==> src/rtl/tsi_ram.sv <==
// Generic simple dual-port RAM: one write port, one read port, registered read.
// Depends on nothing.
module tsi_ram #(
  parameter int WIDTH = 8,
  parameter int DEPTH = 16
) (
  input  logic                     clk,
  input  logic                     we,
  input  logic [$clog2(DEPTH)-1:0] waddr,
  input  logic [WIDTH-1:0]         wdata,
  input  logic [$clog2(DEPTH)-1:0] raddr,
  output logic [WIDTH-1:0]         rdata
);

  logic [WIDTH-1:0] mem [DEPTH];

  always_ff @(posedge clk) begin
    if (we) begin
      mem[waddr] <= wdata;
    end
    rdata <= mem[raddr];
  end

endmodule

==> config.mk <==
export PLATFORM = sky130hd
export DESIGN_NAME = tsi_ram
export DESIGN_NICKNAME = d
export VERILOG_FILES = /design/src/rtl/tsi_ram.sv
export SDC_FILE = /design/constraint.sdc
export NUM_CORES = 1
export LEC_CHECK = 0
export ABC_AREA = 1
export BUFFER_PORTS_ARGS = -buffer_cell sky130_fd_sc_hd__buf_2
export CAP_MARGIN = 10
export CORE_MARGIN = 1
export CORE_UTILIZATION = 30
export DETAILED_ROUTE_END_ITERATION = 7
export SKIP_LAST_GASP = 1
export SLEW_MARGIN = 20
export SYNTH_ARGS = -nofsm -noshare
export SYNTH_HDL_FRONTEND = slang
export SYNTH_SLANG_ARGS = --single-unit
==> constraint.sdc <==
create_clock -name clk -period 1.45 [get_ports clk]
set_input_delay 0.2175 -clock clk [delete_from_list [all_inputs] [get_ports clk]]
set_output_delay 0.2175 -clock clk [all_outputs]
set_load 0.005 [all_outputs]
==> results.toml <==
[layout]
drive_above_1_share_pct = 13.91
nets = 616
post-route-util_pct = 36.38
antenna_cells = 0
design_area_sq_mm = 0.006828
syn2layout_area_growth_pct = 18.40

[pwr]
leakage_nw = 2.931
p_int_mw = 7.051
power_density_mw_per_mm2 = 1322
ir_drop_mv = 0.7937
power_frac_seq_pct = 49.0
power.share.switching_pct = 21.87
power.share.clock_pct = 44.9
p_switching_mw = 1.973
combPwrFrac_pct = 6.1

[critical_path]
reg2reg_depth = 6
setup.worst_path.end_class = "primary output"
crit_fanout = 1
crit_required_ps = 1230
worstPathCellList = "buf_2"
critPathTopFamily = "flip-flops"
cp.depth = 1
cpPeakStageDelay_ps = 390
cp_data_arrival_time_ps = 950
path_class = "flop to primary output"
slowest_stage = "dfxtp_1"
critPathBufInv = 1
cp-start-kind = "flop"

[route]
drtAntennaViolNets = 0
met2_length_um = 6086
routed_wl_um = 12830
drtPass1Iterations = 5
avgRoutedWirePerCell_um = 15.18
avgViaCountPerCell = 4.457
drc = 0
wl_met3_um = 644
drt-met1-wl_um = 5945
first_iter_violations = 240
topRoutingLayerUsed = "met4"
vias = 3766

[synthesis]
syn_inst = 551
syn_area_sq_mm = 0.005767
synthTopCellsByArea = "edfxtp_1 67%, nand2_1 11%, nand3_1 8.4%, inv_1 6.5%, dfxtp_1 2.8%"
syn_avg_cell_area_sq_um = 10.47
synth_largest_area_cell = "edfxtp_1"
synth_nets = 569
yosysWarnings = 0
ys_ff_latch = 136
ys_seq_area_share_pct = 69.43
netlist.area_leader.share_pct = 66.65
ys_types = 12

[sta]
tightestPinTransition_ps = 383.8
finalCriticalPeriod_ps = 1165
fin_skew_ps = 5.705
fin_crit_sh_pct = 80.36
setup_tns_ps = 0
hold_slack_ps = 212.3
rsz0062_at_grt = "false"
setup_viol = 0
finalHoldViolCount = 0
slew_headroom_pct = 74.41
max_clock_freq_mhz = 858.3
slew_violations = 0

[placement]
dp_hpwl_um = 8210
gp_congestion = 0.7850
dpl_cell_area_sq_mm = 0.006259
portBuffers = 25

[run]
max-cap-violations = 0

[clocking]
worstSkewPairLatency_ps = 420
htreeDepth = 4
ctsResizeCount = 0
clk_pin_slew_ps = 60
clockRootBuffer = "clkbuf_16"
cts_buffers = 17
cts_setup_buffers = 0
cts_tree = "yes"
clock-sinks = 136
cts_hold_buf = 0
clockBufferDepth = 2

[grt]
grt.overflow.total = 0
grt_pass1_vias = 3629
grt_start_max_net_pins = 65
grt_first_pass_wirelength_um = 20130
grtUsageTotal_pct = 14.03
antenna_found_initial = 0

[floorplanning]
rows = 50
die_area_sq_mm = 0.01978
ios = 26
core-area_sq_mm = 0.01877
fp.dieH_um = 140.6
die_x_um = 140.6
initial_core_util_pct = 30.73

[outcome]
status = "finished clean"

[hold_path]
min_path_cells = 1
hold_class = "primary input to flop"
-- sequential cells by signal (all words and copies together), names as in the netlist --
register / cells
rdata: 8
mem: 128
-- synthesized netlist by cell type, drive strengths merged --
| library cell | n |
|---|---|
| nand3b | 2 |
| nand2 | 173 |
| nor2 | 17 |
| buf | 24 |
| dfxtp | 8 |
| edfxtp | 128 |
| nand3 | 97 |
| inv | 102 |
-- area by class of cell --
| class | count | area (sq um) |
|---|---|---|
| Multi-Input combinational cell | 289 | 1214 |
| Timing Repair Buffer | 52 | 365.4 |
| Inverter | 102 | 382.9 |
| Tap cell | 234 | 292.8 |
| Clock buffer | 21 | 470.5 |
| Clock inverter | 11 | 98.84 |
| Sequential cell | 136 | 4004 |
| Fill cell | 1842 | 11940 |
-- cells in the final DEF (no fill, tap or decap), types with 2 or more instances in the layout --
cell,Yosys,routed
nand2_1,173,173
edfxtp_1,128,128
inv_1,100,100
nand3_1,97,97
buf_2,13,25
buf_4,4,24
nor2_1,17,17
clkbuf_16,0,17
dfxtp_1,8,8
clkinvlp_4,0,6
clkinv_2,0,3
clkbuf_8,0,3
buf_12,0,3
inv_2,2,2
nand3b_1,2,2
-- routing by layer --
layer	up-vias	global-route usage [%]
met1	1795	18.55
li1	1866	-
met3	10	3.193
met2	95	22.39
met4	0	5.492
met5	-	0
-- path summary, 6_finish.rpt --
kind	from	end	slack, ps
hold reg to reg	mem[12][2]	rdata[2]	670
hold / removal	wdata[1]	mem[15][1]	210
setup / recovery	rdata[6]	rdata[6]	280
setup reg to reg	mem[1][3]	rdata[3]	410
-- kinds of logic after synthesis --
logic type             share of synthesized area, %
buffers and inverters                         9.525
AND/OR/NAND/NOR                               21.05
flip-flops                                    69.43
-- power by group through the flow --
stage | Sequential [mW] | Combinational, mW | Clock, mW
3_3_place_gp | 4.51 | 0.548 | 0
5_1_grt | 4.43 | 0.612 | 4.26
3_5_place_dp | 4.51 | 0.554 | 0
4_1_cts | 4.43 | 0.557 | 4.11
2_1_floorplan | 4.50 | 0.310 | 0
6_report | 4.43 | 0.548 | 4.05
-- through the flow --
step | power [mW] | setup WS, ps | std cells
3_5_place_dp | 5.062 | 79.54 | 813
2_1_floorplan | 4.810 | 281.7 | 551
5_1_grt | 9.311 | 242.1 | 845
4_1_cts | 9.092 | 264.2 | 845
6_report | 9.025 | 284.8 | 845
3_3_place_gp | 5.057 | 83.31 | 813
No activity file was read; power rests on OpenSTA's default activity.
