<file path="config.mk">
export PLATFORM = sky130hd
export DESIGN_NAME = tsi_ctrl
export DESIGN_NICKNAME = d
export VERILOG_FILES = /design/src/rtl/tsi_pkg.sv /design/src/rtl/tsi_ctrl.sv
export SDC_FILE = /design/constraint.sdc
export NUM_CORES = 1
export LEC_CHECK = 0
export BUFFER_PORTS_ARGS = -buffer_cell sky130_fd_sc_hd__buf_2
export CORE_ASPECT_RATIO = 1.5
export CORE_MARGIN = 2
export CORE_UTILIZATION = 29
export CTS_CLUSTER_SIZE = 40
export DETAILED_ROUTE_END_ITERATION = 16
export PLACE_DENSITY_LB_ADDON = 0.1
export SLEW_MARGIN = 40
export SYNTH_ARGS = -nofsm -noshare
export SYNTH_HDL_FRONTEND = slang
export SYNTH_SLANG_ARGS = --single-unit
export TNS_END_PERCENT = 100
</file>
<file path="constraint.sdc">
create_clock -name clk -period 3.8 [get_ports clk]
set_clock_uncertainty 0.15 [all_clocks]
set_input_delay 0.57 -clock clk [delete_from_list [all_inputs] [get_ports clk]]
set_output_delay 0.57 -clock clk [all_outputs]
set_load 0.02 [all_outputs]
</file>
<file path="src/rtl/tsi_pkg.sv">
// Package for the trie sequence inserter: sizes, codes and payload types.
// Used by every module in the rtl folder except tsi_ram; depends on nothing.
package tsi_pkg;

  localparam int NODES      = 1024;
  localparam int NODE_W     = $clog2(NODES);
  localparam int ALPHA_MAX  = 16;
  localparam int SYM_W      = $clog2(ALPHA_MAX);
  localparam int ALPHA_W    = SYM_W + 1;
  localparam int LEAF_W     = NODE_W + 1;
  localparam int SUCC_DEPTH = NODES * ALPHA_MAX;
  localparam int SUCC_AW    = NODE_W + SYM_W;
  localparam int APB_AW     = 3;
  localparam int APB_DW     = 32;

  localparam logic [NODE_W-1:0] LAST_NODE  = NODE_W'(NODES - 1);
  localparam logic [ALPHA_W-1:0] ALPHA_RST = ALPHA_W'(ALPHA_MAX);

  // Register index, taken from the word address of the configuration port.
  localparam logic REG_ALPHABET_SIZE = 1'b0;

  typedef enum logic [2:0] {
    STS_EXISTING  = 3'd0,
    STS_CREATED   = 3'd1,
    STS_FULL      = 3'd2,
    STS_BAD_START = 3'd3,
    STS_BAD_SYM   = 3'd4
  } status_t;

  typedef enum logic [1:0] {
    ST_INIT,
    ST_IDLE,
    ST_LOOKUP,
    ST_CLEAR
  } fsm_t;

  typedef struct packed {
    logic [SYM_W-1:0]  symbol;
    logic [NODE_W-1:0] start_node;
    logic              restart;
  } in_item_t;

  typedef struct packed {
    logic [NODE_W-1:0] node_reached;
    logic [2:0]        status;
    logic [LEAF_W-1:0] leaf_count;
  } out_item_t;

  // Write request from the controller to one of the memories.
  typedef struct packed {
    logic                 we;
    logic [SUCC_AW-1:0]   addr;
    logic [NODE_W-1:0]    data;
  } succ_wr_t;

  typedef struct packed {
    logic                 we;
    logic [NODE_W-1:0]    addr;
    logic [ALPHA_MAX-1:0] data;
  } mask_wr_t;

endpackage

</file>
<file path="src/rtl/tsi_ctrl.sv">
// Walk controller: issues the table reads, decides follow or create, writes back
// and keeps the node, allocation and leaf counters. Depends on tsi_pkg.
module tsi_ctrl (
  input  logic                          clk,
  input  logic                          rst_n,
  input  logic                          start,
  output logic                          busy,
  input  tsi_pkg::in_item_t             in_data,
  output logic                          out_valid,
  output tsi_pkg::out_item_t            out_data,
  input  logic [tsi_pkg::ALPHA_W-1:0]   alphabet_size,
  output logic [tsi_pkg::SUCC_AW-1:0]   succ_raddr,
  input  logic [tsi_pkg::NODE_W-1:0]    succ_rdata,
  output tsi_pkg::succ_wr_t             succ_wr,
  output logic [tsi_pkg::NODE_W-1:0]    mask_raddr,
  input  logic [tsi_pkg::ALPHA_MAX-1:0] mask_rdata,
  output tsi_pkg::mask_wr_t             mask_wr
);
  import tsi_pkg::*;

  fsm_t state_r, state_nxt;

  logic [NODE_W-1:0] cur_r, cur_nxt;
  logic [NODE_W-1:0] high_r, high_nxt;
  logic [LEAF_W-1:0] leaves_r, leaves_nxt;

  // Item held while its table words are read.
  logic [NODE_W-1:0] node_q_r;
  logic [SYM_W-1:0]  sym_q_r;
  logic              bad_start_r;
  logic              bad_sym_r;

  logic              out_valid_r, out_valid_nxt;
  out_item_t         out_data_r, out_data_nxt;

  logic              accept;
  logic [NODE_W-1:0] node_sel;
  logic              hit;
  logic              full;
  logic              create;
  logic [NODE_W-1:0] new_node;
  logic [ALPHA_MAX-1:0] sym_bit;

  assign busy     = (state_r != ST_IDLE);
  assign accept   = start && (state_r == ST_IDLE);
  assign node_sel = in_data.restart ? in_data.start_node : cur_r;

  assign succ_raddr = {node_sel, in_data.symbol};
  assign mask_raddr = node_sel;

  assign sym_bit  = ALPHA_MAX'(1) << sym_q_r;
  assign hit      = mask_rdata[sym_q_r];
  assign full     = (high_r == LAST_NODE);
  assign new_node = high_r + NODE_W'(1);
  assign create   = (state_r == ST_LOOKUP) && !bad_start_r && !bad_sym_r && !hit && !full;

  // Next state.
  always_comb begin
    state_nxt = state_r;
    case (state_r)
      ST_INIT:   state_nxt = ST_IDLE;
      ST_IDLE:   if (accept) begin
                   state_nxt = ST_LOOKUP;
                 end
      ST_LOOKUP: state_nxt = create ? ST_CLEAR : ST_IDLE;
      ST_CLEAR:  state_nxt = ST_IDLE;
      default:   state_nxt = ST_INIT;
    endcase
  end

  // Memory writes.
  always_comb begin
    succ_wr = '0;
    mask_wr = '0;
    case (state_r)
      ST_INIT: begin
        mask_wr.we   = 1'b1;
        mask_wr.addr = '0;
        mask_wr.data = '0;
      end
      ST_LOOKUP: begin
        succ_wr.we   = create;
        succ_wr.addr = {node_q_r, sym_q_r};
        succ_wr.data = new_node;
        mask_wr.we   = create;
        mask_wr.addr = node_q_r;
        mask_wr.data = mask_rdata | sym_bit;
      end
      ST_CLEAR: begin
        // The node just allocated starts with no successors.
        mask_wr.we   = 1'b1;
        mask_wr.addr = high_r;
        mask_wr.data = '0;
      end
      default: begin
        succ_wr = '0;
        mask_wr = '0;
      end
    endcase
  end

  // Counters and the result.
  always_comb begin
    cur_nxt       = cur_r;
    high_nxt      = high_r;
    leaves_nxt    = leaves_r;
    out_valid_nxt = 1'b0;
    out_data_nxt  = out_data_r;
    if (state_r == ST_LOOKUP) begin
      out_valid_nxt = 1'b1;
      if (bad_start_r) begin
        out_data_nxt.node_reached = cur_r;
        out_data_nxt.status       = STS_BAD_START;
      end else if (bad_sym_r) begin
        out_data_nxt.node_reached = cur_r;
        out_data_nxt.status       = STS_BAD_SYM;
      end else if (hit) begin
        cur_nxt                   = succ_rdata;
        out_data_nxt.node_reached = succ_rdata;
        out_data_nxt.status       = STS_EXISTING;
      end else if (full) begin
        out_data_nxt.node_reached = cur_r;
        out_data_nxt.status       = STS_FULL;
      end else begin
        cur_nxt  = new_node;
        high_nxt = new_node;
        // A parent that already had a child gains a leaf; otherwise the
        // leaf simply moves from the parent to the new node.
        if (|mask_rdata) begin
          leaves_nxt = leaves_r + LEAF_W'(1);
        end
        out_data_nxt.node_reached = new_node;
        out_data_nxt.status       = STS_CREATED;
      end
      out_data_nxt.leaf_count = leaves_nxt;
    end
  end

  always_ff @(posedge clk) begin
    if (!rst_n) begin
      state_r     <= ST_INIT;
      cur_r       <= '0;
      high_r      <= '0;
      leaves_r    <= LEAF_W'(1);
      out_valid_r <= 1'b0;
    end else begin
      state_r     <= state_nxt;
      cur_r       <= cur_nxt;
      high_r      <= high_nxt;
      leaves_r    <= leaves_nxt;
      out_valid_r <= out_valid_nxt;
    end
  end

  always_ff @(posedge clk) begin
    out_data_r <= out_data_nxt;
    if (accept) begin
      node_q_r    <= node_sel;
      sym_q_r     <= in_data.symbol;
      bad_start_r <= in_data.restart && (in_data.start_node > high_r);
      bad_sym_r   <= {1'b0, in_data.symbol} >= alphabet_size;
    end
  end

  assign out_valid = out_valid_r;
  assign out_data  = out_data_r;

endmodule
</file>
==> run_results.csv, run 1 <==
group,metric,value,unit
run_status,status,"finished, final reports clean",
clock_tree,cts_hold_buf,0,
clock_tree,ctsResizeCount,0,
hold_path,holdCritPathClass,"in2reg",
layout,nNetsFinal,721,
place,dp_hpwl,11.9,mm
place,gp_congestion,0.818,
worst_setup_path,cp_data_required_time,3080,ps
clock_tree,cts_num_sinks,74,
pwr,p_leak,2.55,nW
floorplan,die_h,164,um
pwr,seqPwrFrac,45.7,%
floorplan,initial_core_util,29.5,%
pwr,ir_drop,147,uV
place,io_buffers,150,
pwr,cellPowerDensity,323,mW/mm2
timing,fin_hold_ws,297,ps
clock_tree,root_buffer,"clkbuf_16",
logic_synthesis,ys_types,53,
logic_synthesis,synth_edf_count,40,
timing,rsz0062_at_grt,"false",
worst_setup_path,crit_path_start_kind,"flop",
clock_tree,numCtsBuffers,9,
pwr,p_int,0.00140,W
routing,routedWlPerCell,18.0,um
timing,hold_viol,0,
global_routing,grt_first_pass_wirelength,24.0,mm
clock_tree,clkTransAtPathRegs,60,ps
global_routing,grt_pass1_vias,4396,
pwr,power.share.clock,39.3,%
timing,tns,0,ps
clock_tree,cts.path.max_buffers,2,
timing,period_minus_slack,3290,ps
clock_tree,h-tree-depth,3,
routing,num_vias,4437,
clock_tree,tritoncts,"done",
routing,drt_wl_total,15.7,mm
logic_synthesis,synth_ff_type,"edfxtp_1",
job,max-cap-violations,0,
routing,dr.pass1.iters,5,
global_routing,grt_util_all_layers,16.9,%
pwr,switching_share,27.4,%
floorplan,die_w,110,um
timing,worstMarginPinSlew,796,ps
logic_synthesis,synth-seq-cells,74,
worst_setup_path,critPathMaxFanout,10,
timing,max-slew-margin-rel,46.8,%
logic_synthesis,ys_seq_area_share,38.2,%
logic_synthesis,syn_area,0.00493,mm2
logic_synthesis,synth_nets,599,
logic_synthesis,syn_avg_cell_area,9.23,um2
logic_synthesis,yosys_warnings,0,
timing,timing.final.crit_share,86.6,%
routing,vias_per_cell,5.09,
layout,diodes,0,
clock_tree,post_cts_buffers,0,
routing,postRouteAntennaNets,0,
global_routing,antenna_found_initial,0,
global_routing,grt_max_degree,47,
pwr,netSwitchingPower,0.000528,W
timing,clock.fmax,304,MHz
layout,final_layout_size_suffix_gt1_share,29.8,%
clock_tree,clock_latency,330,ps
floorplan,die_area,0.0181,mm2
worst_setup_path,crit_path_end_kind,"primary output",
layout,fillers,1774,
floorplan,rows,58,
floorplan,core,0.0167,mm2
timing,drv_slew,0,
worst_setup_path,path_class,"reg2out",
logic_synthesis,synthArstFlopShare,0,%
logic_synthesis,syn_inst,534,
timing,setup_violations,0,
worst_setup_path,cp.arrival,2570,ps
layout,syn2layout_area_growth,21.4,%
global_routing,overflow,0,
floorplan,pin_count,151,
routing,dr.first_iter.drc_count,242,
routing,route.detailed.drc,0,
pwr,combPwrFrac,15.0,%
-- cell type report --
type / instances / area [um2] / share of cell area (%)
Clock buffer: 12 / 236 / 3.95
Clock inverter: 4 / 18.8 / 0.314
Inverter: 25 / 93.8 / 1.57
Multi-Input combinational cell: 386 / 2660 / 44.5
Sequential cell: 74 / 1880 / 31.5
Tap cell: 210 / 263 / 4.39
Timing Repair Buffer: 160 / 826 / 13.8
-- registers in the layout (all words and copies together), names as in the netlist --
name and cells:
bad_start_r 1, bad_sym_r 1, cur_r 10, high_r 10, leaves_r 11, node_q_r 10
out_data 24, out_valid 1, state_r 2, sym_q_r 4
-- logic make-up (layout without fill, tap and decap cells) --
logic type | count (synthesis) | count (layout) | share of synthesized area [%]
XOR/XNOR | 18 | 18 | 3.20
buffers and inverters | 74 | 201 | 7.97
AO/OA/AOI/OAI | 80 | 80 | 12.5
AND/OR/NAND/NOR | 226 | 226 | 24.4
adder cells (fa/ha/maj) | 16 | 16 | 4.06
multiplexers | 46 | 46 | 9.60
flip-flops | 74 | 74 | 38.2
-- placed cells by master, fill, tap and decap left out, types with 8 or more instances in the layout --
master and instances:
buf_2 150, a21oi_1 25, xnor2_1 10, a31oi_1 8, nor2b_1 18, buf_4 10
edfxtp_1 40, xor2_1 8, inv_1 25, nor2_1 44, nand4_1 14, clkbuf_16 9
nor4_1 30, a221o_1 8, nand2_1 50, dfxtp_1 34, and2_1 20, nand2b_1 13
ha_1 16, mux2i_1 36, mux2_2 10
-- stage by stage --
step	power, W	setup slack, ps	utilization (%)	cell area (um2)	std cells
2_1_floorplan	0.00109	1160	-	4930	534
3_3_place_gp	0.00119	853	34.3	5730	855
3_5_place_dp	0.00119	736	34.3	5730	855
4_1_cts	0.00196	465	35.8	5980	871
5_1_grt	0.00201	322	35.8	5980	871
6_report	0.00193	508	35.8	5980	871
-- worst max-delay path, stage by stage (launching register included) --
cell and delay (ps):
dfxtp_1 590, ha_1 300, nand3_2 180, nor3_2 610, nor2_1 150, nand3_1 150, a21oi_1 70, buf_2 180
-- power groups by stage --
| stage | clock (W) | combinational, W | sequential, W |
|---|---|---|---|
| 2_1_floorplan | 0 | 0.000204 | 0.000891 |
| 3_3_place_gp | 0 | 0.000288 | 0.000898 |
| 3_5_place_dp | 0 | 0.000291 | 0.000899 |
| 4_1_cts | 0.000783 | 0.000292 | 0.000881 |
| 5_1_grt | 0.000815 | 0.000316 | 0.000884 |
| 6_report | 0.000759 | 0.000290 | 0.000882 |
-- layer usage --
layer	vias to the layer above	wire (um)	GRT usage (%)
li1	2181	-	-
met1	2111	6510	20.0
met5	-	0	0
met3	14	671	2.52
met4	0	227	5.11
met2	131	8260	31.3
-- Yosys cell counts, drive strengths merged, types with 4 or more instances --
library cell / n / share of area [%]
a21o: 5 / 0.76
a21oi: 25 / 2.5
a221o: 8 / 1.6
a22o: 4 / 0.71
a31oi: 9 / 1.4
a41oi: 4 / 1.2
and2: 20 / 2.5
and3: 7 / 0.89
and4: 4 / 0.71
buf: 36 / 5.1
clkbuf: 13 / 0.99
dfxtp: 34 / 14
edfxtp: 40 / 24
ha: 16 / 4.1
inv: 25 / 1.9
mux2: 10 / 2.3
mux2i: 36 / 7.3
nand2: 50 / 3.8
nand2b: 13 / 1.7
nand3: 8 / 0.91
nand4: 14 / 1.8
nor2: 44 / 3.4
nor2b: 18 / 2.3
nor3: 5 / 0.61
nor4: 30 / 3.8
o21ai: 4 / 0.41
o221a: 4 / 0.91
o32ai: 6 / 1.1
or3: 4 / 0.61
xnor2: 10 / 1.8
xor2: 8 / 1.4
-- path summary, 6_finish.rpt --
kind / start / end / slack [ps] / cells past startpoint
hold reg to reg: cur_r[6] / cur_r[6] / 330 / 2
setup reg to reg: high_r[0] / out_data[14] / 730 / 6
hold / removal: in_data[11] / sym_q_r[0] / 300 / 1
setup / recovery: high_r[0] / mask_wr[26] / 510 / 7
(Power assumes the default switching activity.)
==> inputs of run 2 (changes only) <==
--- a/config.mk
+++ b/config.mk
@@ -8,7 +8,7 @@
 export BUFFER_PORTS_ARGS = -buffer_cell sky130_fd_sc_hd__buf_2
 export CORE_ASPECT_RATIO = 1.5
 export CORE_MARGIN = 2
-export CORE_UTILIZATION = 29
+export CORE_UTILIZATION = 56
 export CTS_CLUSTER_SIZE = 40
 export DETAILED_ROUTE_END_ITERATION = 16
 export PLACE_DENSITY_LB_ADDON = 0.1
==> run_results.csv, run 2 (synthesis results as in run 1) <==
group,metric,value,unit
timing,hold_viol,0,
place,placed_cells,753,
layout,syn2layout_area_growth,19.6,%
worst_setup_path,reg2reg_depth,6,
floorplan,die_h,119,um
clock_tree,ctsResizeCount,0,
floorplan,initial_core_util,58.2,%
timing,drv_slew,0,
routing,drt_wl_total,13.7,mm
floorplan,rows,41,
timing,worstMarginPinSlew,754,ps
clock_tree,h-tree-depth,3,
layout,largest_register_ffs,24,
place,gp_congestion,0.888,
global_routing,grt_first_pass_wirelength,21.3,mm
floorplan,core,0.00846,mm2
timing,tns,0,ps
layout,finalNonFillerCells,769,
clock_tree,cts.path.max_buffers,2,
place,io_buffers,150,
pwr,p_leak,2.56,nW
layout,fin_util,69.6,%
clock_tree,post_cts_buffers,0,
worst_setup_path,crit_chain,"mux2i_1, a22o_1, or3_1, buf_4, nand3_1, a21oi_1, buf_2",
worst_setup_path,critPathTopFamily,"flip-flops",
hold_path,hold_path_end,"sym_q_r[0]",
routing,routedWlPerCell,17.8,um
worst_setup_path,crit_path_start_kind,"flop",
routing,dr.first_iter.drc_count,249,
clock_tree,numCtsBuffers,9,
worst_setup_path,cp_data_required_time,3080,ps
routing,dr.pass1.iters,5,
layout,final_layout_size_suffix_gt1_share,30.2,%
global_routing,grt_pass1_vias,4378,
worst_setup_path,r2r-end,"out_data[14]",
worst_setup_path,crit_path_end_kind,"primary output",
hold_path,hold_depth,1,
global_routing,grt_max_degree,43,
pwr,ir_drop,251,uV
timing,period_minus_slack,3310,ps
clock_tree,clkTransAtPathRegs,50,ps
timing,setup_violations,0,
timing,fin_hold_ws,286,ps
routing,route.detailed.drc,0,
worst_setup_path,r2r_start,"high_r[0]",
clock_tree,cts_hold_buf,0,
worst_setup_path,path_class,"reg2out",
hold_path,hold_start,"in_data[11]",
floorplan,die_w,80.6,um
global_routing,antenna_found_initial,0,
worst_setup_path,critPathMaxFanout,30,
clock_tree,root_buffer,"clkbuf_16",
floorplan,die_area,0.00958,mm2
layout,final_common_cell,"buf_2",
clock_tree,clock_latency,340,ps
routing,vias_per_cell,5.97,
run_status,status,"finished, final reports clean",
job,max-cap-violations,0,
layout,diodes,0,
timing,max-slew-margin-rel,49.7,%
timing,clock.fmax,302,MHz
place,dp_hpwl,10.1,mm
routing,postRouteAntennaNets,0,
worst_setup_path,r2r_slack,830,ps
timing,rsz0062_at_grt,"false",
global_routing,grt_util_all_layers,29.0,%
pwr,power,0.00201,W
pwr,cellPowerDensity,341,mW/mm2
worst_setup_path,cpPeakStageDelay,750,ps
worst_setup_path,cp_slowest_cell,"edfxtp_1",
hold_path,holdCritPathClass,"in2reg",
timing,timing.final.crit_share,87.1,%
clock_tree,cts_num_sinks,74,
floorplan,pin_count,151,
layout,layout_common_cells,"150 x buf_2, 50 x nand2_1, 44 x nor2_1, 40 x edfxtp_1, 36 x mux2i_1",
worst_setup_path,critical_path_buf_inv_count,2,
global_routing,overflow,0,
clock_tree,tritoncts,"done",
routing,num_vias,4593,
worst_setup_path,cp.arrival,2590,ps
layout,nNetsFinal,722,
run 2: final cells by class:
cell class                      count  area (um2)
Clock inverter                      5        56.3
Timing Repair Buffer              161         833
Sequential cell                    74        1880
Inverter                           25        93.8
Multi-Input combinational cell    386        2660
Fill cell                         715        2570
Tap cell                          107         134
Clock buffer                       11         233
run 2: metal layers:
| metal | up-vias | global-route usage (%) | share of wire [%] |
|---|---|---|---|
| li1 | 2183 | - | - |
| met1 | 2170 | 31.7 | 37 |
| met2 | 205 | 52.8 | 54 |
| met3 | 35 | 4.32 | 5.8 |
| met4 | 0 | 14.3 | 3.3 |
| met5 | - | 0 | 0 |
run 2: report_power, final:
| group | internal (W) | total (W) | switching (W) |
|---|---|---|---|
| registers | 0.000861 | 0.000881 | 0.0000199 |
| clock network | 0.000508 | 0.000845 | 0.000337 |
| logic | 0.000104 | 0.000285 | 0.000181 |
| total | 0.00147 | 0.00201 | 0.000539 |
run 2: worst max path at each step:
stage / startpoint / end / depth (start not counted)
4_1_cts: sym_q_r[0] / mask_wr[26] / 7
6_report: sym_q_r[0] / mask_wr[26] / 7
3_5_place_dp: high_r[0] / out_data[14] / 6
5_1_grt: high_r[0] / mask_wr[26] / 7
3_3_place_gp: sym_q_r[0] / mask_wr[26] / 7
2_1_floorplan: state_r[0] / mask_wr[26] / 5
run 2: through the flow:
stage,instance area (um2),setup slack [ps]
floorplan,4930,1160
global placement,5610,961
detailed placement,5610,854
CTS,5890,510
global route,5890,348
finish,5890,491
