`config.mk`:
```
export PLATFORM = sky130hd
export DESIGN_NAME = tsi_cfg
export DESIGN_NICKNAME = d
export VERILOG_FILES = /design/src/rtl/tsi_pkg.sv /design/src/rtl/tsi_cfg.sv
export SDC_FILE = /design/constraint.sdc
export NUM_CORES = 1
export LEC_CHECK = 0
export ABC_AREA = 1
export BUFFER_PORTS_ARGS = -buffer_cell sky130_fd_sc_hd__buf_2
export CAP_MARGIN = 25
export CORE_MARGIN = 5
export CORE_UTILIZATION = 30
export CTS_CLUSTER_SIZE = 24
export DETAILED_ROUTE_END_ITERATION = 8
export PLACE_DENSITY = 0.85
export SLEW_MARGIN = 20
export SYNTH_ARGS = -nofsm -noshare
export SYNTH_HDL_FRONTEND = slang
export SYNTH_SLANG_ARGS = --single-unit
export TNS_END_PERCENT = 5
```
`constraint.sdc`:
```
create_clock -name clk -period 1.06 [get_ports clk]
set_clock_uncertainty 0.1 [all_clocks]
set_input_delay 0.212 -clock clk [delete_from_list [all_inputs] [get_ports clk]]
set_output_delay 0.212 -clock clk [all_outputs]
set_load 0.02 [all_outputs]
```
`src/rtl/tsi_pkg.sv`:
```
// Package for the trie sequence inserter: sizes, codes and payload types.
// Used by every module in the rtl folder except tsi_ram; depends on nothing.
package tsi_pkg;

  localparam int NODES      = 1024;
  localparam int NODE_W     = $clog2(NODES);
  localparam int ALPHA_MAX  = 16;
  localparam int SYM_W      = $clog2(ALPHA_MAX);
  localparam int ALPHA_W    = SYM_W + 1;
  localparam int LEAF_W     = NODE_W + 1;
  localparam int SUCC_DEPTH = NODES * ALPHA_MAX;
  localparam int SUCC_AW    = NODE_W + SYM_W;
  localparam int APB_AW     = 3;
  localparam int APB_DW     = 32;

  localparam logic [NODE_W-1:0] LAST_NODE  = NODE_W'(NODES - 1);
  localparam logic [ALPHA_W-1:0] ALPHA_RST = ALPHA_W'(ALPHA_MAX);

  // Register index, taken from the word address of the configuration port.
  localparam logic REG_ALPHABET_SIZE = 1'b0;

  typedef enum logic [2:0] {
    STS_EXISTING  = 3'd0,
    STS_CREATED   = 3'd1,
    STS_FULL      = 3'd2,
    STS_BAD_START = 3'd3,
    STS_BAD_SYM   = 3'd4
  } status_t;

  typedef enum logic [1:0] {
    ST_INIT,
    ST_IDLE,
    ST_LOOKUP,
    ST_CLEAR
  } fsm_t;

  typedef struct packed {
    logic [SYM_W-1:0]  symbol;
    logic [NODE_W-1:0] start_node;
    logic              restart;
  } in_item_t;

  typedef struct packed {
    logic [NODE_W-1:0] node_reached;
    logic [2:0]        status;
    logic [LEAF_W-1:0] leaf_count;
  } out_item_t;

  // Write request from the controller to one of the memories.
  typedef struct packed {
    logic                 we;
    logic [SUCC_AW-1:0]   addr;
    logic [NODE_W-1:0]    data;
  } succ_wr_t;

  typedef struct packed {
    logic                 we;
    logic [NODE_W-1:0]    addr;
    logic [ALPHA_MAX-1:0] data;
  } mask_wr_t;

endpackage

```
`src/rtl/tsi_cfg.sv`:
```
// Configuration register file behind the APB-style port (alphabet size).
// Depends on tsi_pkg.
module tsi_cfg (
  input  logic                        clk,
  input  logic                        rst_n,
  input  logic                        psel,
  input  logic                        penable,
  input  logic                        pwrite,
  input  logic [tsi_pkg::APB_AW-1:0]  paddr,
  input  logic [tsi_pkg::APB_DW-1:0]  pwdata,
  output logic [tsi_pkg::APB_DW-1:0]  prdata,
  output logic                        pready,
  output logic [tsi_pkg::ALPHA_W-1:0] alphabet_size
);
  import tsi_pkg::*;

  logic [ALPHA_W-1:0] alpha_r;
  logic [ALPHA_W-1:0] alpha_nxt;
  logic               wr_en;
  logic               reg_idx;

  assign pready  = 1'b1;
  assign reg_idx = paddr[APB_AW-1];
  assign wr_en   = psel && penable && pwrite && pready;

  always_comb begin
    alpha_nxt = alpha_r;
    if (wr_en && (reg_idx == REG_ALPHABET_SIZE)) begin
      alpha_nxt = pwdata[ALPHA_W-1:0];
    end
  end

  always_ff @(posedge clk) begin
    if (!rst_n) begin
      alpha_r <= ALPHA_RST;
    end else begin
      alpha_r <= alpha_nxt;
    end
  end

  always_comb begin
    prdata = '0;
    if (reg_idx == REG_ALPHABET_SIZE) begin
      prdata = APB_DW'(alpha_r);
    end
  end

  assign alphabet_size = alpha_r;

endmodule

```
==> impl_metrics.yaml, run 1 <==
run_status:
  status: "finished, violations left"
  violations: "negative setup slack"
clock_tree:
  cts_setup_buffers: 0
  clockRootBuffer: "clkbuf_4"
  cts_buffers: 3
  h-tree-depth: 1
  cts.sinks: 5
  clockBufferDepth: 2
  path_clk_slew_ns: 0.04
  clk_latency_ns: 0.24
  cts_tree: "yes"
global_route:
  grt_antenna_before_repair: 0
  grt.overflow.total: 0
  grt_pass1_vias: 355
  grt_max_degree: 8
  track_usage_pct: 7.39
  grt_pass1_wl_mm: 1.48
route:
  drtIter0Drc: 5
  routedWlPerCell_um: 8.50
  drt_pre_antenna_iters: 5
  dr_total_vias: 396
  viasPerCell: 3.50
  routed_wl_um: 961
  ant_nets: 0
  drc: 0
synthesis:
  syn_inst: 75
  synth_ff_type: "dfxtp_1"
  syn_avg_cell_area_um2: 6.51
  synth.area.top_cells: "buf_4, dfxtp_1, nor2_1"
  synth-edff-count: 0
  synth_area_um2: 488
  synth_cell_types: 12
  synth_warnings: 0
  synth.top_cells.by_count: "buf_4, nor2_1, inv_1"
  synthArstFlopShare_pct: 0
  synth_top_area_cell: "buf_4"
  synth_top_area_share_pct: 43.1
  yosysMostFrequentCell: "buf_4"
  yosysSeqAreaShare_pct: 20.5
  yosys_register_bits: 5
cells_and_area:
  num_antenna_cells: 0
  area_growth_pct: 13.6
  fin_cells: 113
  largest_reg_flops: 5
  postLayoutCellArea_um2: 554
  nets: 138
  layout-drive-gt1-share_pct: 37.1
floorplanning:
  ioPinCount: 78
  initial_core_util_pct: 32.0
  fp-row-count: 14
  die_area_mm2: 0.00253
  core_area_mm2: 0.00152
  die_w_um: 50.3
  die_h_um: 50.3
sta:
  fin_ws_ns: -0.0964
  drv_slew: 0
  rsz0062_at_grt: "yes"
  max_freq_ghz: 0.865
  fin_crit_sh_pct: 109
  final-setup-viol-count: 6
  fin_crit_ns: 1.16
  final_hold_viol_count: 0
place:
  dpl_cell_area_um2: 498
  portBuffers: 20
  routabilityCongestion: 0.685
  hpwl_um: 864
  dp_cells: 109
  preCtsSetupSlack_ns: 0.103
worst_setup_path:
  arrival_ns: 0.84
  end_kind: "output port"
  path_class: "register to output port"
  worstPathMaxFanout: 3
  max_stage_delay_ns: 0.34
  cp.required_ns: 0.75
  worstPathCellList: "inv_2 -> nor2_2 -> buf_4"
  cpMaxStageDelayCell: "dfxtp_2"
  startpoint_type: "register"
  critPathTopFamily: "flip-flops"
  critPathBufInv: 2
power_and_ir_drop:
  leakage_uw: 0.000338
  power_density_mw_per_mm2: 1080
  total_power_uw: 600
  vdd_ir_drop_max_v: 0.000369
worst_hold_path:
  holdCritPathClass: "input port to register"
job:
  max-cap-violations: 0
[cells by family after synthesis]
| group | synth area share [%] |
|---|---|
| AOI/OAI and AO/OA | 1.02 |
| DFF | 20.5 |
| buffers and inverters | 52.3 |
| other | 1.54 |
| and+or+nand+nor | 24.6 |
[repair_timing]
| item | CTS | global route |
|---|---|---|
| pin swaps | 0 | 1 |
| setup endpoints to repair | 10 | 7 |
| resized for setup | 10 | 5 |
| hold buffers | 0 | 0 |
[cells in the final DEF (no fill, tap or decap)]
cell type	netlist	final
buf_2	0	14
nand3_1	5	5
inv_2	1	2
nand2_2	1	1
conb_1	2	28
o21ai_0	1	1
dfxtp_2	0	5
buf_6	0	1
clkbuf_1	0	1
inv_1	11	10
nor2_1	13	10
nand2_1	6	6
nor2_2	1	4
nor2_4	1	1
clkbuf_4	0	3
buf_4	28	5
[layer usage]
metal	track usage (%)	vias up	part of all wire [%]	routed length [um]
met2	13.4	36	51	489
met3	1.48	0	19	185
met1	6.90	155	30	286
li1	-	205	-	-
met4	6.38	0	0	0
met5	0	-	0	0
[worst paths after layout]
kind                 endpoint             start  cells after the start  slack (ns)
min reg2reg  alphabet_size[1]  alphabet_size[1]                      2        0.38
min          alphabet_size[4]         pwdata[4]                      3         0.1
max reg2reg  alphabet_size[4]  alphabet_size[4]                      2        0.36
max                 prdata[3]  alphabet_size[3]                      3        -0.1
[cell type report]
cell class	count	area (um^2)
sequential	5	106
clock buffer	4	26.3
tap	16	20.0
inverter	12	45.0
multi-input combinational	56	238
fill	173	970
timing repair buffer	20	119
[worst reg2reg max path, stage by stage (launching register included)]
cell and delay, ns:
dfxtp_2 0.31, o21ai_0 0.07, nand3_1 0.09
[through the flow]
step	util (%)	hold slack, ns	setup TNS, ns
2_1_floorplan	-	0.197	-0.129
3_3_place_gp	32.7	0.326	0
3_5_place_dp	32.7	0.343	0
4_1_cts	35.6	0.0949	-0.435
5_1_grt	36.4	0.108	-0.654
6_report	36.4	0.0985	-0.362
[power breakdown]
| part | internal [uW] | switching (uW) | leakage, uW |
|---|---|---|---|
| sequential | 197 | 4.59 | 0.0000421 |
| clock | 142 | 72.6 | 0.0000150 |
| combinational | 39.3 | 145 | 0.000281 |
Power figures use the tool's default switching activity.
==> inputs of run 2 (changes only) <==
--- a/config.mk
+++ b/config.mk
@@ -9,11 +9,10 @@
 export BUFFER_PORTS_ARGS = -buffer_cell sky130_fd_sc_hd__buf_2
 export CAP_MARGIN = 25
 export CORE_MARGIN = 5
-export CORE_UTILIZATION = 30
+export CORE_UTILIZATION = 25
 export CTS_CLUSTER_SIZE = 24
 export DETAILED_ROUTE_END_ITERATION = 8
-export PLACE_DENSITY = 0.85
-export SLEW_MARGIN = 20
+export PLACE_DENSITY = 0.75
 export SYNTH_ARGS = -nofsm -noshare
 export SYNTH_HDL_FRONTEND = slang
 export SYNTH_SLANG_ARGS = --single-unit
==> constraint.sdc (replaced) <==
create_clock -name clk -period 0.99 [get_ports clk]
set_clock_uncertainty 0.1 [all_clocks]
set_input_delay 0.198 -clock clk [delete_from_list [all_inputs] [get_ports clk]]
set_output_delay 0.198 -clock clk [all_outputs]
set_load 0.02 [all_outputs]
==> run 2 against run 1 <==
The flow still finishes with violations (negative setup slack). Register-to-register slack got worse by 0.17 ns. Global-route usage decreased by 0.42 points. Sequential share of layout area decreased by 2.4 points. Die area increased by 16%. Final cell count increased by 12%. Hold slack got worse by 0.027 ns. Largest cell class unchanged.
==> impl_metrics.yaml, run 2 (synthesized netlist as in run 1, its figures left out) <==
worst_setup_path:
  arrival_ns: 0.86
  path_class: "register to output port"
  worstPathCellList: "inv_1 -> nor2_2 -> buf_6"
  cpMaxStageDelayCell: "dfxtp_2"
  worstPathMaxFanout: 3
  startpoint_type: "register"
  critPathTopFamily: "flip-flops"
  r2r_start: "alphabet_size[2]"
  reg2reg_to: "alphabet_size[2]"
  max_stage_delay_ns: 0.33
  cp.required_ns: 0.69
  ff2ff_setup_slack_ns: 0.19
  end_kind: "output port"
  critPathBufInv: 2
  r2r.worst_path.cells: 3
clock_tree:
  cts.sinks: 5
  clk_latency_ns: 0.25
  clockBufferDepth: 2
  h-tree-depth: 1
  cts_tree: "yes"
  cts_buffers: 3
  path_clk_slew_ns: 0.05
  clockRootBuffer: "clkbuf_4"
route:
  dr_total_vias: 415
  routed_wl_mm: 1.04
  drtIter0Drc: 4
  routedWlPerCell_um: 8.23
  drc: 0
  ant_nets: 0
  drt_pre_antenna_iters: 2
  viasPerCell: 3.29
global_route:
  grt_pass1_vias: 351
  grt_pass1_wl_mm: 1.34
  grt.overflow.total: 0
  grt_antenna_before_repair: 0
  grt_max_degree: 8
  track_usage_pct: 6.97
worst_hold_path:
  whs_endpoint: "alphabet_size[4]"
  min_from: "pwdata[4]"
  holdPathStages: 3
  holdCritPathClass: "input port to register"
cells_and_area:
  layout_commonest_cell: "conb_1"
  postLayoutCellArea_um2: 634
  nets: 140
  num_antenna_cells: 0
  area_growth_pct: 30.0
  layout-drive-gt1-share_pct: 41.4
  largest_reg_flops: 5
  final_cell_mix: "conb_1, buf_2, inv_1"
sta:
  drv_slew: 0
  hold_slack_ns: 0.0717
  max_freq_ghz: 0.861
  fin_ws_ns: -0.172
  final-setup-viol-count: 10
  fin_crit_sh_pct: 117
  rsz0062_at_grt: "yes"
  final_hold_viol_count: 0
  fin_crit_ns: 1.16
  setup_tns_ns: -0.946
floorplanning:
  die_h_um: 54.2
  fp-row-count: 16
  core_area_mm2: 0.00190
  die_area_mm2: 0.00294
  die_w_um: 54.2
  initial_core_util_pct: 25.7
  ioPinCount: 78
job:
  max-cap-violations: 0
place:
  preCtsSetupSlack_ns: 0.0145
  hpwl_um: 887
  dpl_cell_area_um2: 527
  routabilityCongestion: 0.722
  portBuffers: 20
run_status:
  status: "finished, violations left"
  violations: "negative setup slack"
power_and_ir_drop:
  power_density_mw_per_mm2: 1060
  leakage_uw: 0.000357
  total_power_uw: 676
  vdd_ir_drop_max_v: 0.000292
run 2: cell count changes in the layout (fill, tap and decap cells not counted):
cell / delta
buf_2: -4
nor2_4: +2
nor2_1: -2
buf_4: -1
inv_1: -1
buf_6: +7
inv_2: +1
run 2: layer usage:
layer	wire, um	up-vias	track usage [%]	share of wire (%)
met5	0	-	0	0
met1	317	167	5.55	31
li1	-	211	-	-
met3	132	5	0.831	13
met4	45	0	9.96	4.3
met2	541	32	12.4	52
run 2: per-stage QoR:
step                utilization, %  cells
floorplan                        -    101
global placement              27.7    120
detailed placement            27.7    120
CTS                           32.0    125
global route                  33.4    126
finish                        33.4    126
run 2: worst max-delay path by stage:
stage | end | slack [ns] | depth (start not counted) | start
after floorplan | prdata[1] | -0.02 | 2 | alphabet_size[1]
after global placement | alphabet_size[1] | 0.04 | 5 | paddr[2]
after detailed placement | alphabet_size[1] | 0.01 | 5 | paddr[2]
after CTS | prdata[2] | -0.16 | 3 | alphabet_size[2]
after global routing | prdata[1] | -0.22 | 3 | alphabet_size[1]
final | prdata[1] | -0.17 | 3 | alphabet_size[1]
run 2: area by class of cell:
cell class	count	area, um^2
Tap cell	27	33.8
Timing Repair Buffer	22	170
Inverter	12	45.0
Fill cell	209	1270
Multi-Input combinational cell	56	253
Sequential cell	5	106
Clock buffer	4	26.3
run 2: where the power goes:
part           internal (uW)  switching, uW  leakage (uW)
Combinational           55.4            160      0.000300
Clock                    153           89.8     0.0000150
Sequential               211           6.67     0.0000421
run 2: repair_timing:
item,in CTS,in global routing
resized for setup,21,5
pin swaps,1,1
hold buffers,0,0
setup endpoints to repair,10,10
setup buffers,1,1
run 2: tightest hold or removal path, stage by stage:
cell	delay [ns]
buf_2	0.07
nand2_1	0.04
nand3_1	0.07
==> inputs of run 3 (changes only) <==
--- a/config.mk
+++ b/config.mk
@@ -10,6 +10,7 @@
 export CAP_MARGIN = 25
 export CORE_MARGIN = 5
 export CORE_UTILIZATION = 25
+export CTS_BUF_LIST = sky130_fd_sc_hd__clkbuf_4 sky130_fd_sc_hd__clkbuf_8 sky130_fd_sc_hd__clkbuf_16
 export CTS_CLUSTER_SIZE = 24
 export DETAILED_ROUTE_END_ITERATION = 8
 export PLACE_DENSITY = 0.75
==> run 3 against run 2 <==
Final area grew 0.59%. The flow still finishes with violations (negative setup slack). Die area stayed put. Fmax is 0.48% higher. Combinational power about the same. Final cell count unchanged. Flip-flop and latch count did not move. Routed wire length up 2.3%. Via count rose by 0.48%. Utilization rose by 0.20 points. First-iteration DRC count is 50% higher. Count of clock-buffer cells in the layout did not move. Total power rose by 2.5%.
==> impl_metrics.yaml, run 3 (synthesized netlist as in run 1, its figures left out) <==
place:
  routabilityCongestion: 0.722
  dpl_cell_area_um2: 527
  hpwl_um: 887
  portBuffers: 20
clock_tree:
  h-tree-depth: 1
  cts_tree: "yes"
  cts_hold_buf: 0
  path_clk_slew_ns: 0.04
  clockBufferDepth: 2
  clk_latency_ns: 0.24
  cts_buffers: 3
  clockRootBuffer: "clkbuf_4"
  cts.sinks: 5
cells_and_area:
  nets: 140
  postLayoutCellArea_um2: 638
  area_growth_pct: 30.8
  largest_reg_flops: 5
  num_antenna_cells: 0
  layout_commonest_cell: "conb_1"
  fillers: 209
  final_cell_mix: "conb_1, buf_2, inv_1"
  layout-drive-gt1-share_pct: 42.4
power_and_ir_drop:
  power_density_mw_per_mm2: 1090
  power_frac_comb_pct: 31.2
  leakage_uw: 0.000360
  p_sw_uw: 247
  swShare_pct: 35.7
  p_int_uw: 446
  p_seq_share_pct: 31.4
  vdd_ir_drop_max_v: 0.000299
  power.share.clock_pct: 37.3
worst_setup_path:
  r2r_start: "alphabet_size[2]"
  reg2reg_to: "alphabet_size[2]"
  end_kind: "output port"
  cpMaxStageDelayCell: "dfxtp_2"
  worst-path-stages: 3
  cp.required_ns: 0.69
  startpoint_type: "register"
  worstPathMaxFanout: 3
  ff2ff_setup_slack_ns: 0.16
  max_stage_delay_ns: 0.33
  arrival_ns: 0.86
  path_class: "register to output port"
  cp-startpoint: "alphabet_size[1]"
  endpoint: "prdata[1]"
  critPathTopFamily: "flip-flops"
  worstPathCellList: "inv_1 -> nor2_2 -> buf_6"
  critPathBufInv: 2
  r2r.worst_path.cells: 3
global_route:
  grt_max_degree: 8
  grt_pass1_wl_mm: 1.37
  grt.overflow.total: 0
  grt_antenna_before_repair: 0
  grt_pass1_vias: 355
  track_usage_pct: 6.74
route:
  dr_total_vias: 417
  routedWlPerCell_um: 8.42
  viasPerCell: 3.31
  routed_wl_mm: 1.06
  ant_nets: 0
  drc: 0
  drt_pre_antenna_iters: 4
  drtIter0Drc: 6
floorplanning:
  ioPinCount: 78
  die_h_um: 54.2
  core_area_mm2: 0.00190
  fp-row-count: 16
  initial_core_util_pct: 25.7
  die_w_um: 54.2
  die_area_mm2: 0.00294
run_status:
  violations: "negative setup slack"
  status: "finished, violations left"
sta:
  fin_crit_ns: 1.16
  rsz0062_at_grt: "yes"
  drv_slew: 0
  final_hold_viol_count: 0
  max_freq_ghz: 0.865
  final-setup-viol-count: 10
  fin_ws_ns: -0.166
  fin_crit_sh_pct: 117
  setup_tns_ns: -0.883
worst_hold_path:
  holdCritPathClass: "input port to register"
job:
  max-cap-violations: 0
==> run 3: cell counts in the layout (fill, tap and decap cells not counted) <==
No cell type changed its count.
==> run 3: worst min-delay path by stage <==
stage,start,end,slack (ns),cells past startpoint
floorplan,rst_n,alphabet_size[4],0.18,1
global placement,pwdata[4],alphabet_size[4],0.31,3
detailed placement,pwdata[4],alphabet_size[4],0.33,3
CTS,pwdata[4],alphabet_size[4],0.08,3
global route,pwdata[4],alphabet_size[4],0.09,3
finish,pwdata[4],alphabet_size[4],0.08,3
==> run 3: cell type report <==
cell class	instances	area, um^2	area share, %
tap	27	33.8	5.29
multi-input combinational	56	253	39.6
clock buffer	4	30.0	4.71
sequential	5	106	16.7
inverter	12	45.0	7.06
timing repair buffer	22	170	26.7
==> run 3: what timing repair did <==
action	CTS	global route
endpoints found under the setup margin	10	10
gates resized for setup	21	5
cloned	0	0
buffers inserted	1	1
pin swaps	1	1
==> run 3: worst min-delay path: cells and delay by family <==
kind | cells | cell delay [ns]
buffers and inverters | 1 | 0.07
AND/OR/NAND/NOR | 2 | 0.11
==> run 3: routing by layer <==
metal | up-vias | GRT usage [%] | share of wire (%)
li1 | 210 | - | -
met1 | 174 | 5.71 | 31
met2 | 31 | 13.1 | 55
met3 | 2 | 0.831 | 12
met4 | 0 | 6.22 | 1.6
met5 | - | 0 | 0
==> run 3: power groups by stage <==
stage               clock network, uW  logic [uW]  registers (uW)
floorplan                           0         223             226
global placement                    0         190             218
detailed placement                  0         192             218
CTS                               266         207             217
global route                      284         237             218
finish                            258         216             218
==> run 3: stage by stage <==
step	setup WS (ns)	total power (uW)	hold WS, ns	util (%)	std cells
4_1_cts	-0.149	690	0.0826	32.2	125
3_3_place_gp	0.0383	407	0.314	27.7	120
3_5_place_dp	0.0145	411	0.333	27.7	120
2_1_floorplan	-0.0178	449	0.183	-	101
6_report	-0.166	693	0.0850	33.6	126
5_1_grt	-0.210	739	0.0874	33.6	126
